$ cat src/rtl/midi_controller_state_table_core_macros.svh
// Assertion macros shared by the MIDI state table RTL.
// Users must have i_clk and i_rst_n in scope; no other dependencies.
`ifndef MIDI_CONTROLLER_STATE_TABLE_CORE_MACROS_SVH
`define MIDI_CONTROLLER_STATE_TABLE_CORE_MACROS_SVH

// Same-cycle implication, checked outside reset.
`define MCST_ASSERT_IMP(label, ante, cons, msg) \
    label: assert property (@(posedge i_clk) disable iff (!i_rst_n) (ante) |-> (cons)) \
        else $error(msg);

// Next-cycle implication, checked outside reset.
`define MCST_ASSERT_NXT(label, ante, cons, msg) \
    label: assert property (@(posedge i_clk) disable iff (!i_rst_n) (ante) |=> (cons)) \
        else $error(msg);

`endif

$ cat src/rtl/mcst_pkg.sv
// Shared types, constants and helpers for the MIDI state table core.
// Used by every module in this folder; depends on nothing.
package mcst_pkg;

    // Table geometry.
    localparam int CHANNEL_COUNT = 16;
    localparam int KEY_COUNT     = 128;
    localparam int CH_W          = 4;
    localparam int KEY_W         = 7;
    localparam int VAL_W         = 7;
    localparam int ADDR_W        = 1 + CH_W + KEY_W;
    localparam int TABLE_DEPTH   = 1 << ADDR_W;
    localparam int CH_SLOTS      = 1 << CH_W;

    // Stream payload geometry.
    localparam int LANES       = 4;
    localparam int LANE_W      = 2;
    localparam int PARAM_W     = 8;
    localparam int WORD_W      = 24;
    localparam int LEVEL_W     = 32;
    localparam int IN_TDATA_W  = WORD_W + LANES * PARAM_W;
    localparam int OUT_TDATA_W = LANES * LEVEL_W;

    // Channel voice commands (upper nibble of the status byte).
    localparam logic [3:0] CMD_NOTE_OFF = 4'h8;
    localparam logic [3:0] CMD_NOTE_ON  = 4'h9;
    localparam logic [3:0] CMD_CONTROL  = 4'hB;
    localparam logic [3:0] CMD_PROGRAM  = 4'hC;
    localparam logic [3:0] CMD_PRESSURE = 4'hD;
    localparam logic [3:0] CMD_BEND     = 4'hE;

    // Query modes.
    localparam logic [7:0] MODE_PRESSURE = 8'd1;
    localparam logic [7:0] MODE_PROGRAM  = 8'd2;
    localparam logic [7:0] MODE_NOTE     = 8'd3;
    localparam logic [7:0] MODE_CONTROL  = 8'd4;
    localparam logic [7:0] MODE_BEND     = 8'd5;

    // Register indexes on the configuration port.
    localparam logic REG_QUERY_MODE = 1'b0;
    localparam logic REG_LISTEN_CH  = 1'b1;

    // Table select bit on the memory address.
    localparam logic TBL_CONTROL = 1'b0;
    localparam logic TBL_NOTE    = 1'b1;

    // (2^32 - 1) = 127 * SCALE_MULT + 15.
    localparam logic [25:0] SCALE_MULT = 26'd33818640;

    // Sequencer states.
    typedef enum logic [2:0] {
        ST_CLEAR,
        ST_IDLE,
        ST_READ,
        ST_LAST,
        ST_OUT
    } t_state;

    // Write command for the per-channel registers.
    typedef struct packed {
        logic             prog_we;
        logic             press_we;
        logic             bend_we;
        logic [CH_W-1:0]  ch;
        logic [VAL_W-1:0] value;
    } t_chan_wr;

    // Clamp a data byte to the 7-bit MIDI range.
    function automatic logic [VAL_W-1:0] sat7(input logic [7:0] v);
        return v[7] ? {VAL_W{1'b1}} : v[VAL_W-1:0];
    endfunction

endpackage

$ cat src/rtl/mcst_chan_regs.sv
// Per-channel program, pressure and pitch-bend high byte registers.
// Written by decoded messages, read for one channel; uses mcst_pkg.
module mcst_chan_regs (
    input  logic                        i_clk,
    input  logic                        i_rst_n,
    input  mcst_pkg::t_chan_wr          i_wr,
    input  logic [mcst_pkg::CH_W-1:0]   i_rd_ch,
    output logic [mcst_pkg::VAL_W-1:0]  o_program,
    output logic [mcst_pkg::VAL_W-1:0]  o_pressure,
    output logic [mcst_pkg::VAL_W-1:0]  o_bend
);

    logic [mcst_pkg::VAL_W-1:0] r_program  [mcst_pkg::CH_SLOTS];
    logic [mcst_pkg::VAL_W-1:0] r_pressure [mcst_pkg::CH_SLOTS];
    logic [mcst_pkg::VAL_W-1:0] r_bend     [mcst_pkg::CH_SLOTS];

    // Small tables live in flops so reset clears them at once.
    always_ff @(posedge i_clk) begin
        if (!i_rst_n) begin
            for (int i = 0; i < mcst_pkg::CH_SLOTS; i++) begin
                r_program[i]  <= '0;
                r_pressure[i] <= '0;
                r_bend[i]     <= '0;
            end
        end else begin
            if (i_wr.prog_we) begin
                r_program[i_wr.ch] <= i_wr.value;
            end
            if (i_wr.press_we) begin
                r_pressure[i_wr.ch] <= i_wr.value;
            end
            if (i_wr.bend_we) begin
                r_bend[i_wr.ch] <= i_wr.value;
            end
        end
    end

    assign o_program  = r_program[i_rd_ch];
    assign o_pressure = r_pressure[i_rd_ch];
    assign o_bend     = r_bend[i_rd_ch];

endmodule

$ cat config.mk
export PLATFORM = sky130hd
export DESIGN_NAME = mcst_chan_regs
export DESIGN_NICKNAME = d
export VERILOG_FILES = /design/src/rtl/midi_controller_state_table_core_macros.svh /design/src/rtl/mcst_pkg.sv /design/src/rtl/mcst_chan_regs.sv
export SDC_FILE = /design/constraint.sdc
export NUM_CORES = 1
export LEC_CHECK = 0
export BUFFER_PORTS_ARGS = -buffer_cell sky130_fd_sc_hd__buf_4
export CAP_MARGIN = 30
export CORE_MARGIN = 8
export CORE_UTILIZATION = 57
export DETAILED_ROUTE_END_ITERATION = 8
export GPL_TIMING_DRIVEN = 1
export PLACE_DENSITY = 0.77
export SYNTH_ARGS = -nofsm -noshare
export SYNTH_HDL_FRONTEND = slang
export SYNTH_SLANG_ARGS = --single-unit
$ cat constraint.sdc
create_clock -name i_clk -period 1.3 [get_ports i_clk]
set_input_delay 0.065 -clock i_clk [delete_from_list [all_inputs] [get_ports i_clk]]
set_output_delay 0.065 -clock i_clk [all_outputs]
set_load 0.02 [all_outputs]
==> impl_metrics.csv <==
group,metric,value,unit
sta,unrepaired_setup_endpoints_after_global_routing,"true",
cells_and_area,regArea,10100,µm²
clock_tree,cts-buffers-inserted,35,
logic_synthesis,synth_fp_nets,1036,
critical_path,worst_path_top_cell_family_by_delay,"multiplexers",
critical_path,timing.critical_path.slowest_cell_delay,0.56,ns
routing,viasPerCell,6.01,
logic_synthesis,synth.cells.most_frequent,"and2_1, edfxtp_1, clkbuf_1",
critical_path,crit_slowest_cell,"mux4_1",
logic_synthesis,number_of_enable_flip_flop_cells_after_synthesis,336,
logic_synthesis,synthFlopType,"edfxtp_1",
cells_and_area,drive_gt1_frac,0.301,
die,initial_core_util,0.581,
cells_and_area,finalCoreUtilization,0.686,
power_and_ir_drop,leakage,6.65,nW
logic_synthesis,postSynthCellCount,1016,
clock_tree,cts_hold_buf,0,
placement,finalWeightedCongestion,0.798,
critical_path,crit_path_max_fanout,1,
cells_and_area,fin_cells,1493,
sta,setup_slack,-0.635,ns
grt,first_global_vias,9439,
critical_path,timing.setup.critical_path_class,"reg -> out",
routing,drt_iter0_markers,796,
die,pin_count,41,
grt,gr-usage-all-layers,0.214,
clock_tree,cts-root-buf,"clkbuf_16",
critical_path,timing.critical_path.required,1.24,ns
run_status,failed_checks,"setup timing",
routing,dr.pass1.iters,7,
run_status,run_status,"finished, violations left",
cells_and_area,syn2layout_area_growth,18.1,%
cells_and_area,nets,1152,
logic_synthesis,post_synthesis_sequential_element_count,336,
routing,remaining_drc_errors,0,
logic_synthesis,yosysMostFrequentCell,"and2_1",
grt,grt_pass1_wl,54.4,mm
critical_path,cp_num_buf_inv,1,
placement,dpl-instance-area,17300,µm²
sta,achievable-frequency,0.517,GHz
logic_synthesis,async_flop_share,0,
cells_and_area,insertedDiodeCount,0,
power_and_ir_drop,powerDensity,1310,nW/µm²
placement,dp_hpwl,22.9,mm
grt,initial_antenna_violation_count,0,
logic_synthesis,synth.yosys.warnings,0,
logic_synthesis,synth-seq-area-share,0.644,
logic_synthesis,synth.distinct_cells,20,
die,dieHeight,182,µm
critical_path,critical_path_data_arrival_time,1.87,ns
power_and_ir_drop,total_power,24.3,mW
clock_tree,cts.path.max_buffers,3,
job,max_cap_viol_count,0,
clock_tree,h_tree_lvl_count,2,
sta,slew_headroom,0.562,
die,die_width,182,µm
sta,tightest_slew,0.654,ns
critical_path,worstSetupEndpointType,"output pin",
sta,report.final.hold_viol_count,0,
sta,timing_max_transition_violations_final,0,
grt,grt_max_degree,49,
die,num_rows,60,
sta,setup_violating_endpoint_count_in_the_final_report,21,
logic_synthesis,top_area_cells_in_the_synthesized_netlist,"edfxtp_1, and2_1, mux4_2",
sta,finalCritPeriodShare,1.49,
routing,drt-wirelength-per-cell,23.4,µm
placement,place.port_buffers,40,
clock_tree,cts_setup_buffers,0,
routing,dr_total_vias,8972,
min_path,timing.hold.worst.start,"i_wr[4]",
die,die-area,33000,µm²
sta,setup_total_negative_slack,-12.25,ns
min_path,hp-class,"in -> reg",
power_and_ir_drop,irDropWorstVdd,1.29,mV
cells_and_area,nFillCells,1738,
die,placeableCoreArea,27000,µm²
logic_synthesis,postSynthAreaPerCell,15.4,µm²
clock_tree,worst_setup_hold_path_clk_slew,0.06,ns
cells_and_area,multi_input_comb_area,5370,µm²
placement,placed_cells,1436,
clock_tree,cts.sinks,336,
routing,post_detailed_routing_wire_length,35.0,mm
routing,ant_nets,0,
critical_path,worst_setup_path_startpoint,"r_bend[15][5]",
sta,fin_worst_hold_slack,0.172,ns
critical_path,crit_chain,"mux4_1, a22oi_2, nand2_1, buf_6",
logic_synthesis,synth_top_area_share,0.644,
logic_synthesis,yosysTopAreaCell,"edfxtp_1",
logic_synthesis,syn-cell-area,15700,µm²
sta,post-route-min-period,1.94,ns
critical_path,worstSetupStartpointType,"flip-flop",
clock_tree,tritoncts,"yes",
cells_and_area,stdcell_area,18500,µm²
grt,overflow,0,
placement,pre_cts_slack,-0.420,ns
routing by layer:
layer / GRT usage / vias to the layer above / wire length [µm]
met1: 0.272 / 4506 / 13700
met4: 0.0708 / 0 / 933
met2: 0.367 / 379 / 17700
met3: 0.0399 / 61 / 2660
li1: - / 4026 / -
met5: 0 / - / 0
layout by cell type, fill, tap and decap left out, types with 6 or more instances in the layout:
master / Yosys / final
buf_12: 6 / 22
a22oi_2: 0 / 37
clkbuf_16: 0 / 37
mux4_1: 37 / 18
nor2_1: 49 / 48
buf_4: 0 / 115
o21ai_2: 0 / 25
nand2_1: 22 / 19
clkbuf_1: 60 / 7
mux4_2: 47 / 66
and2_1: 337 / 337
clkinv_2: 0 / 6
buf_6: 1 / 21
nand4b_2: 6 / 6
o21ai_1: 48 / 23
edfxtp_1: 336 / 336
layout make-up:
cell class                 count  area share
sequential                   336       0.546
multi-input combinational    599       0.290
timing repair buffer         160      0.0856
clock buffer                  44      0.0515
tap                          341      0.0231
clock inverter                13     0.00352
final timing paths:
check                              end  slack, ns  cells past startpoint
worst max-delay path         o_bend[5]      -0.64                      4
worst min-delay path  r_pressure[2][4]       0.17                      2
cells by family after synthesis:
| family | count (synthesis) | synth area share |
|---|---|---|
| and+or+nand+nor | 425 | 0.164 |
| DFF | 336 | 0.644 |
| AOI/OAI and AO/OA | 90 | 0.0355 |
| muxes | 84 | 0.130 |
| buffers and inverters | 81 | 0.0269 |
state kept, by name, indices dropped and copies added (netlist names):
signal      cells
r_program     112
r_bend        112
r_pressure    112
where the power goes:
group,leakage [nW],internal [mW],switching (mW)
Combinational,2.94,1.14,1.37
Sequential,3.20,12.5,0.182
Clock,0.500,5.16,3.88
Total,6.65,18.8,5.43
timing repair:
action,in CTS,in global routing
endpoints found under the setup margin,21,21
pin swaps,37,8
resized for setup,66,14
(Power assumes the default switching activity.)
