## config.mk

```make
export PLATFORM = sky130hd
export DESIGN_NAME = mcst_scale
export DESIGN_NICKNAME = d
export VERILOG_FILES = /design/src/rtl/midi_controller_state_table_core_macros.svh /design/src/rtl/mcst_pkg.sv /design/src/rtl/mcst_scale.sv
export SDC_FILE = /design/constraint.sdc
export NUM_CORES = 1
export LEC_CHECK = 0
export BUFFER_PORTS_ARGS = -buffer_cell sky130_fd_sc_hd__buf_2
export CAP_MARGIN = 20
export CORE_MARGIN = 3
export CORE_UTILIZATION = 52
export DETAILED_ROUTE_END_ITERATION = 10
export GPL_ROUTABILITY_DRIVEN = 0
export PLACE_DENSITY = 0.91
export SETUP_SLACK_MARGIN = 0.5
export SLEW_MARGIN = 0
export SYNTH_ARGS = -nofsm -noshare
export SYNTH_HDL_FRONTEND = slang
export SYNTH_SLANG_ARGS = --single-unit
```

## constraint.sdc

```tcl
create_clock -name vclk -period 7.5
set_input_delay 1.5 -clock vclk [all_inputs]
set_output_delay 1.5 -clock vclk [all_outputs]
set_load 0.01 [all_outputs]
```

## src/rtl/midi_controller_state_table_core_macros.svh

```systemverilog
// Assertion macros shared by the MIDI state table RTL.
// Users must have i_clk and i_rst_n in scope; no other dependencies.
`ifndef MIDI_CONTROLLER_STATE_TABLE_CORE_MACROS_SVH
`define MIDI_CONTROLLER_STATE_TABLE_CORE_MACROS_SVH

// Same-cycle implication, checked outside reset.
`define MCST_ASSERT_IMP(label, ante, cons, msg) \
    label: assert property (@(posedge i_clk) disable iff (!i_rst_n) (ante) |-> (cons)) \
        else $error(msg);

// Next-cycle implication, checked outside reset.
`define MCST_ASSERT_NXT(label, ante, cons, msg) \
    label: assert property (@(posedge i_clk) disable iff (!i_rst_n) (ante) |=> (cons)) \
        else $error(msg);

`endif

```

## src/rtl/mcst_pkg.sv

```systemverilog
// Shared types, constants and helpers for the MIDI state table core.
// Used by every module in this folder; depends on nothing.
package mcst_pkg;

    // Table geometry.
    localparam int CHANNEL_COUNT = 16;
    localparam int KEY_COUNT     = 128;
    localparam int CH_W          = 4;
    localparam int KEY_W         = 7;
    localparam int VAL_W         = 7;
    localparam int ADDR_W        = 1 + CH_W + KEY_W;
    localparam int TABLE_DEPTH   = 1 << ADDR_W;
    localparam int CH_SLOTS      = 1 << CH_W;

    // Stream payload geometry.
    localparam int LANES       = 4;
    localparam int LANE_W      = 2;
    localparam int PARAM_W     = 8;
    localparam int WORD_W      = 24;
    localparam int LEVEL_W     = 32;
    localparam int IN_TDATA_W  = WORD_W + LANES * PARAM_W;
    localparam int OUT_TDATA_W = LANES * LEVEL_W;

    // Channel voice commands (upper nibble of the status byte).
    localparam logic [3:0] CMD_NOTE_OFF = 4'h8;
    localparam logic [3:0] CMD_NOTE_ON  = 4'h9;
    localparam logic [3:0] CMD_CONTROL  = 4'hB;
    localparam logic [3:0] CMD_PROGRAM  = 4'hC;
    localparam logic [3:0] CMD_PRESSURE = 4'hD;
    localparam logic [3:0] CMD_BEND     = 4'hE;

    // Query modes.
    localparam logic [7:0] MODE_PRESSURE = 8'd1;
    localparam logic [7:0] MODE_PROGRAM  = 8'd2;
    localparam logic [7:0] MODE_NOTE     = 8'd3;
    localparam logic [7:0] MODE_CONTROL  = 8'd4;
    localparam logic [7:0] MODE_BEND     = 8'd5;

    // Register indexes on the configuration port.
    localparam logic REG_QUERY_MODE = 1'b0;
    localparam logic REG_LISTEN_CH  = 1'b1;

    // Table select bit on the memory address.
    localparam logic TBL_CONTROL = 1'b0;
    localparam logic TBL_NOTE    = 1'b1;

    // (2^32 - 1) = 127 * SCALE_MULT + 15.
    localparam logic [25:0] SCALE_MULT = 26'd33818640;

    // Sequencer states.
    typedef enum logic [2:0] {
        ST_CLEAR,
        ST_IDLE,
        ST_READ,
        ST_LAST,
        ST_OUT
    } t_state;

    // Write command for the per-channel registers.
    typedef struct packed {
        logic             prog_we;
        logic             press_we;
        logic             bend_we;
        logic [CH_W-1:0]  ch;
        logic [VAL_W-1:0] value;
    } t_chan_wr;

    // Clamp a data byte to the 7-bit MIDI range.
    function automatic logic [VAL_W-1:0] sat7(input logic [7:0] v);
        return v[7] ? {VAL_W{1'b1}} : v[VAL_W-1:0];
    endfunction

endpackage

```

## src/rtl/mcst_scale.sv

```systemverilog
// Scales a 7-bit value to floor(v * (2^32 - 1) / 127).
// Uses SCALE_MULT from mcst_pkg; purely combinational.
module mcst_scale (
    input  logic [mcst_pkg::VAL_W-1:0]   i_value,
    output logic [mcst_pkg::LEVEL_W-1:0] o_level
);

    logic [10:0] w_x15;
    logic [10:0] w_sum;
    logic [3:0]  w_frac;
    logic [31:0] w_prod;

    // v * (2^32 - 1) / 127 = v * SCALE_MULT + floor(15 * v / 127).
    // For x below 127 * 128, floor(x / 127) = (x + (x >> 7) + 1) >> 7.
    always_comb begin
        w_x15  = {i_value, 4'b0000} - {4'b0000, i_value};
        w_sum  = w_x15 + {7'b0, w_x15[10:7]} + 11'd1;
        w_frac = w_sum[10:7];
        w_prod = 32'(i_value) * 32'(mcst_pkg::SCALE_MULT);
        o_level = w_prod + {28'd0, w_frac};
    end

endmodule

```

==> key figures, run 1 <==
Synthesis
  • Yosys Warn Count: 0
  • Syn nets: roughly 110
  • Post-Syn Area: 733 µm²
  • Seq/Total Area, Yosys: 0%
  • Synth Instances: 95
  • Library cells used by synthesis: 28
  • Syn avg cell area: 7.72 µm²

Hold path
  • Hold Path Class: input port to primary output
  • Hold_sp: i_value[6]
  • Hold Path Sink: o_level[17]
  • Hold Path Cell Cnt: 2

Clocking
  • Post-CTS sizing: 0
  • # Post-CTS Setup Buffers: 0
  • CTS Hold Bufs: 0

GRT
  • Largest net degree at the start of global routing: 12
  • Total GRT Usage: 14.2%
  • Vias in the first global route: 520
  • GRT overflow: 0
  • Initial antenna violation count: 0
  • First-pass GRT wire length: roughly 2.2 mm

Timing
  • Slew @ Worst Pin: between 300 and 400 ps
  • Hold Vio Cnt, Final: 0
  • Tcrit/Tclk final: just under 80%
  • Rel. slew slack: 74.5%
  • Min Tclk post-route: 5780 ps
  • Max Slew Vio Count: 0
  • Final setup violation count: 0
  • Max Fclk: ~170 MHz
  • Setup total negative slack: 0 ps
  • RSZ-0062 raised after global routing: no

Worst setup path
  • Critical Path RT: 6000 ps
  • Arr. time, crit path: 4280 ps
  • Worst Path Max Fanout: 9
  • Critical path startpoint category: input port
  • Setup Crit Path Kind: input port to primary output
  • CP Capture Type: primary output

Finish
  • Seq_cells: 0
  • Area Growth Syn to Fin: -1.19%
  • CLK BUF: 0
  • Final cell count without fillers: 119
  • Layout Nets: 121
  • Final core utilization: 59.6%
  • Register area: 0 µm²
  • N_diodes: 0
  • Layout cells sized above 1: ~46%
  • Fin area: ~720 µm²

Place
  • Placed Instances: 119
  • HPWL after DPL: 1.25 mm
  • Placed Area: 724 µm²
  • Number of port buffers: 39

Flow run
  • Max_cap viols: 0

Route
  • Post-route ant nets: 0
  • Routed vias: 653
  • Vias/cell: 5.49
  • DRT Pass-1 Iters: 4
  • Final wirelength: approximately 1.5 mm
  • Avg WL per Cell: 13.0 µm
  • DRC viols: 0
  • 1st-iter DRT viols: 4

Status
  • Status: completed

Power and ir drop
  • Power density cells: around 90 nW/µm²
  • Power Total: 0.0666 mW
  • Leakage: approximately 0.38 nW
  • Max VDD drop: 0.0000548 V

Floorplanning
  • Core area: 1220 µm²
  • Die width: 43.6 µm
  • I/O pin count: 39
  • Die height: 43.6 µm
  • Cell Rows: 12
  • Starting Density: approximately three fifths
  • Area of the die: 1900 µm²
area by class of cell:
cell class	count	area, µm²
inverters	6	22.5
fillers	121	492
repair buffers	39	195
multi-input cells	60	489
well taps	14	17.5
worst max-delay path, cell delays in order:
cell and delay (ps):
buf_2 160, ha_1 400, o21ai_0 250, a22oi_1 150, xnor2_1 350, inv_1 90, ha_1 300, o21ai_0 90
a21oi_1 190, nand3_1 120, o22ai_2 220, and2b_4 190, xnor2_1 120, buf_2 150
cells in the final DEF, fill, tap and decap left out, types with 2 or more instances in the layout:
master	instances
buf_2	39
xnor2_1	10
nor2_1	9
ha_1	7
inv_1	5
a21oi_1	4
nand2_1	4
nand3_1	3
o21ai_0	2
nor3_1	2
a21o_1	2
a221oi_2	2
nor2b_1	2
report_power, final:
| part | internal (mW) | leakage (nW) | total, mW | switching, mW |
|---|---|---|---|---|
| registers | 0 | 0 | 0 | 0 |
| logic | 0.0292 | 0.376 | 0.0666 | 0.0374 |
| clock network | 0 | 0 | 0 | 0 |
cells in the mapped netlist:
cell type	count	area share [%]
and2b_4	1	1.4
nor2_1	9	4.6
ha_1	7	12
buf_4	28	29
and3_1	1	0.85
nor3b_4	1	2.6
o21ai_0	2	1.4
buf_6	1	1.5
nor4bb_4	1	3.4
a21o_1	2	2.0
nor3b_2	1	1.7
nand2_1	4	2.0
nand4bb_1	1	1.5
a22oi_1	1	1.0
xnor2_1	10	12
o22ai_1	1	0.85
a22o_4	1	2.4
nand3_1	3	2.0
a221oi_2	2	4.1
nor3_1	2	1.4
mux2i_1	1	1.4
inv_1	5	2.6
o22ai_2	1	1.7
a21oi_1	4	2.7
inv_2	1	0.51
nor4_1	1	0.85
nor2b_1	2	1.7
xor2_1	1	1.2
how the worst max path moves through the flow:
| stage | start | to |
|---|---|---|
| CTS | i_value[1] | o_level[1] |
| floorplan | i_value[5] | o_level[3] |
| detailed placement | i_value[1] | o_level[1] |
| global placement | i_value[1] | o_level[1] |
| finish | i_value[1] | o_level[1] |
| global route | i_value[1] | o_level[1] |
metrics by stage:
step / hold slack (ps) / setup WS, ps
after detailed placement: 3230 / 1760
after floorplan: 3090 / 2330
after global routing: 3250 / 1560
after global placement: 3230 / 1890
final: 3230 / 1720
after CTS: 3230 / 1740
per-layer routing:
| metal | vias to the layer above | global-route usage [%] | share of wire, % |
|---|---|---|---|
| li1 | 314 | - | - |
| met1 | 295 | 18.8 | 42 |
| met2 | 44 | 26.2 | 45 |
| met3 | 0 | 0.830 | 13 |
| met4 | 0 | 0.602 | 0 |
| met5 | - | 0 | 0 |
cells by family (layout without fill, tap and decap cells):
group                      after synthesis  count (layout)  synth area share, %
AOI/OAI and AO/OA                       14              14                 16.2
xor gates and xnor gates                11              11                 13.1
adders and majority gates                7               7                 11.9
buffers and inverters                   35              45                 33.3
muxes                                    1               1                 1.37
and+or+nand+nor                         27              27                 24.1
Power figures use the tool's default switching activity.
==> run 2, diff against run 1 <==
--- a/config.mk
+++ b/config.mk
@@ -5,13 +5,14 @@
 export SDC_FILE = /design/constraint.sdc
 export NUM_CORES = 1
 export LEC_CHECK = 0
+export ABC_AREA = 1
 export BUFFER_PORTS_ARGS = -buffer_cell sky130_fd_sc_hd__buf_2
 export CAP_MARGIN = 20
 export CORE_MARGIN = 3
-export CORE_UTILIZATION = 52
+export CORE_UTILIZATION = 49
 export DETAILED_ROUTE_END_ITERATION = 10
 export GPL_ROUTABILITY_DRIVEN = 0
-export PLACE_DENSITY = 0.91
+export PLACE_DENSITY = 0.85
 export SETUP_SLACK_MARGIN = 0.5
 export SLEW_MARGIN = 0
 export SYNTH_ARGS = -nofsm -noshare
==> constraint.sdc (replaced) <==
create_clock -name vclk -period 5.36
set_input_delay 1.072 -clock vclk [all_inputs]
set_output_delay 1.072 -clock vclk [all_outputs]
set_load 0.01 [all_outputs]
==> key figures, run 2 <==
Synthesis
  • Yosys Warn Count: 0 (unchanged)
  • Synth top area share: 27.5% (-1.2 points)
  • Seq/Total Area, Yosys: 0% (unchanged)
  • Area contributors post-synth: buf_4, nand2_1, ha_1
  • Post-Syn Area: 766 µm² (+4.4%)
  • Largest area contributor in the netlist: buf_4
  • Library cells used by synthesis: 21 (-25%)
  • Syn nets: 147 (+35%)
  • Syn avg cell area: 5.76 µm² (-25%)
  • Top-count cell post-synth: nand2_1
  • Synth Instances: 133 (+40%)
  • Post-synth top cells: nand2_1, buf_4, inv_1, nand3_1, nor2_1

Floorplanning
  • Die height: 45.5 µm (+4.5%)
  • Cell Rows: 13 (+1)
  • I/O pin count: 39 (unchanged)
  • Die width: 45.5 µm (+4.5%)
  • Area of the die: 2070 µm² (+9.3%)
  • Core area: 1380 µm² (+14%)
  • Starting Density: 55.4% (-4.9 points)

Route
  • Vias/cell: 4.84 (-12%)
  • DRT Pass-1 Iters: 4 (unchanged)
  • Avg WL per Cell: 9.54 µm (-26%)
  • 1st-iter DRT viols: 4 (unchanged)
  • DRC viols: 0 (unchanged)
  • Routed vias: 769 (+18%)
  • Final wirelength: 1.52 mm (-1.7%)
  • Post-route ant nets: 0 (unchanged)

Finish
  • Area Growth Syn to Fin: 0.490%
  • Most frequent cells in the layout: buf_2, nand2_1, inv_1
  • Layout Nets: 160 (+32%)
  • Layout cells sized above 1: 36.8% (-8.9 points)
  • Most common cell after layout, fill and taps aside: buf_2
  • Final core utilization: 55.7% (-3.9 points)
  • Register area: 0 µm² (unchanged)
  • Seq_cells: 0 (unchanged)
  • Fin area: 769 µm² (+6.2%)
  • CLK BUF: 0 (unchanged)
  • N_diodes: 0 (unchanged)

Timing
  • RSZ-0062 raised after global routing: no
  • Max Slew Vio Count: 0 (unchanged)
  • Final setup violation count: 0 (unchanged)
  • Setup total negative slack: 0 ps (unchanged)
  • Rel. slew slack: 82.2% (+7.7 points)
  • Tcrit/Tclk final: 84.7%
  • Min Tclk post-route: 4540 ps
  • Slew @ Worst Pin: 266 ps (-114 ps)
  • Hold Vio Cnt, Final: 0 (unchanged)
  • Final setup margin: 821 ps (-900 ps)
  • Max Fclk: 220 MHz

Place
  • Placed Area: 769 µm² (+6.2%)
  • Place WS: 883 ps (-873 ps)
  • HPWL after DPL: 1.35 mm (+8.6%)
  • Number of port buffers: 39 (unchanged)

Status
  • Status: completed

Power and ir drop
  • Power density cells: 110 nW/µm² (+20%)
  • Psw: 0.0532 mW (+42%)
  • Register share of total power: 0% (unchanged)
  • Max VDD drop: 0.0000466 V (-15%)
  • Sw Ratio: 62.7% (+6.5 points)
  • Int Pwr: 0.0317 mW (+8.5%)
  • Clock network power share: 0% (unchanged)
  • Leakage: 0.501 nW (+33%)
  • Combinational power share: 100.0% (about the same)

GRT
  • Largest net degree at the start of global routing: 10 (-2)
  • GRT overflow: 0 (unchanged)
  • Vias in the first global route: 632 (+22%)
  • Initial antenna violation count: 0 (unchanged)
  • Total GRT Usage: 14.7% (+0.43 points)
  • First-pass GRT wire length: 2.42 mm (+9.0%)

Clocking
  • CTS Hold Bufs: 0 (unchanged)
  • # Post-CTS Setup Buffers: 0 (unchanged)
  • Post-CTS sizing: 0 (unchanged)

Flow run
  • Max_cap viols: 0 (unchanged)

Worst setup path
  • Critical Path RT: 4290 ps (-1710 ps)
  • Critical path startpoint category: input port
  • Setup Crit Path Kind: input port to primary output
  • Worst Path Max Fanout: 9 (unchanged)
  • Arr. time, crit path: 3470 ps (-810 ps)
  • CP Capture Type: primary output

Hold path
  • Hold Path Class: input port to primary output
run 2: cell types whose count changed after synthesis, sizes merged, moves of 2 or more:
cell | previous run | this run
nor3 | 2 | 0
nor3b | 2 | 0
a221oi | 2 | 0
inv | 6 | 19
nand3 | 3 | 12
nor2b | 2 | 0
xnor2 | 10 | 2
a21oi | 4 | 1
nor2 | 9 | 11
o22ai | 2 | 0
nand2 | 4 | 43
run 2: power groups by stage:
stage               Clock (mW)  Sequential [mW]  Combinational (mW)
global route                 0                0              0.0958
detailed placement           0                0              0.0852
CTS                          0                0              0.0856
finish                       0                0              0.0849
global placement             0                0              0.0825
floorplan                    0                0              0.0711
run 2: final timing paths:
path	from	endpoint	slack, ps	depth (start not counted)
min	i_value[5]	o_level[16]	2400	2
max	i_value[4]	o_level[2]	820	15
run 2: logic make-up (layout without fill, tap and decap cells):
kind of cell	count (synthesis)	count (layout)	share of synthesized area, %
compound gates	7	7	6.70
xor+xnor	4	4	4.58
fa+ha+maj	7	7	11.4
buf+inv	47	58	36.8
simple gates	68	68	40.5
run 2: layer usage:
layer	part of all wire (%)	GRT usage (%)
met1	43	18.6
met2	49	26.7
met3	6.6	0.395
met4	1.3	3.51
met5	0	0
run 2: area by class of cell:
cell class / instances / area, µm²
tap: 15 / 18.8
multi-input combinational: 86 / 484
timing repair buffer: 39 / 195
fill: 144 / 613
inverter: 19 / 71.3
run 2: metrics by stage:
| step | hold slack, ps | power (mW) | std cells |
|---|---|---|---|
| floorplan | 2240 | 0.0711 | 133 |
| global placement | 2400 | 0.0825 | 159 |
| detailed placement | 2410 | 0.0852 | 159 |
| CTS | 2410 | 0.0856 | 159 |
| global route | 2420 | 0.0958 | 159 |
| finish | 2400 | 0.0849 | 159 |
run 2: worst max-delay path, cell delays in order:
cell and delay, ps:
buf_2 150, inv_1 80, ha_1 330, nand2_1 90, nor2_2 140, nand2_1 110
nand3_1 110, xor2_1 230, inv_1 90, ha_1 290, nand3_1 130, nor2_1 250
o21ai_2 80, xnor2_1 150, buf_2 150
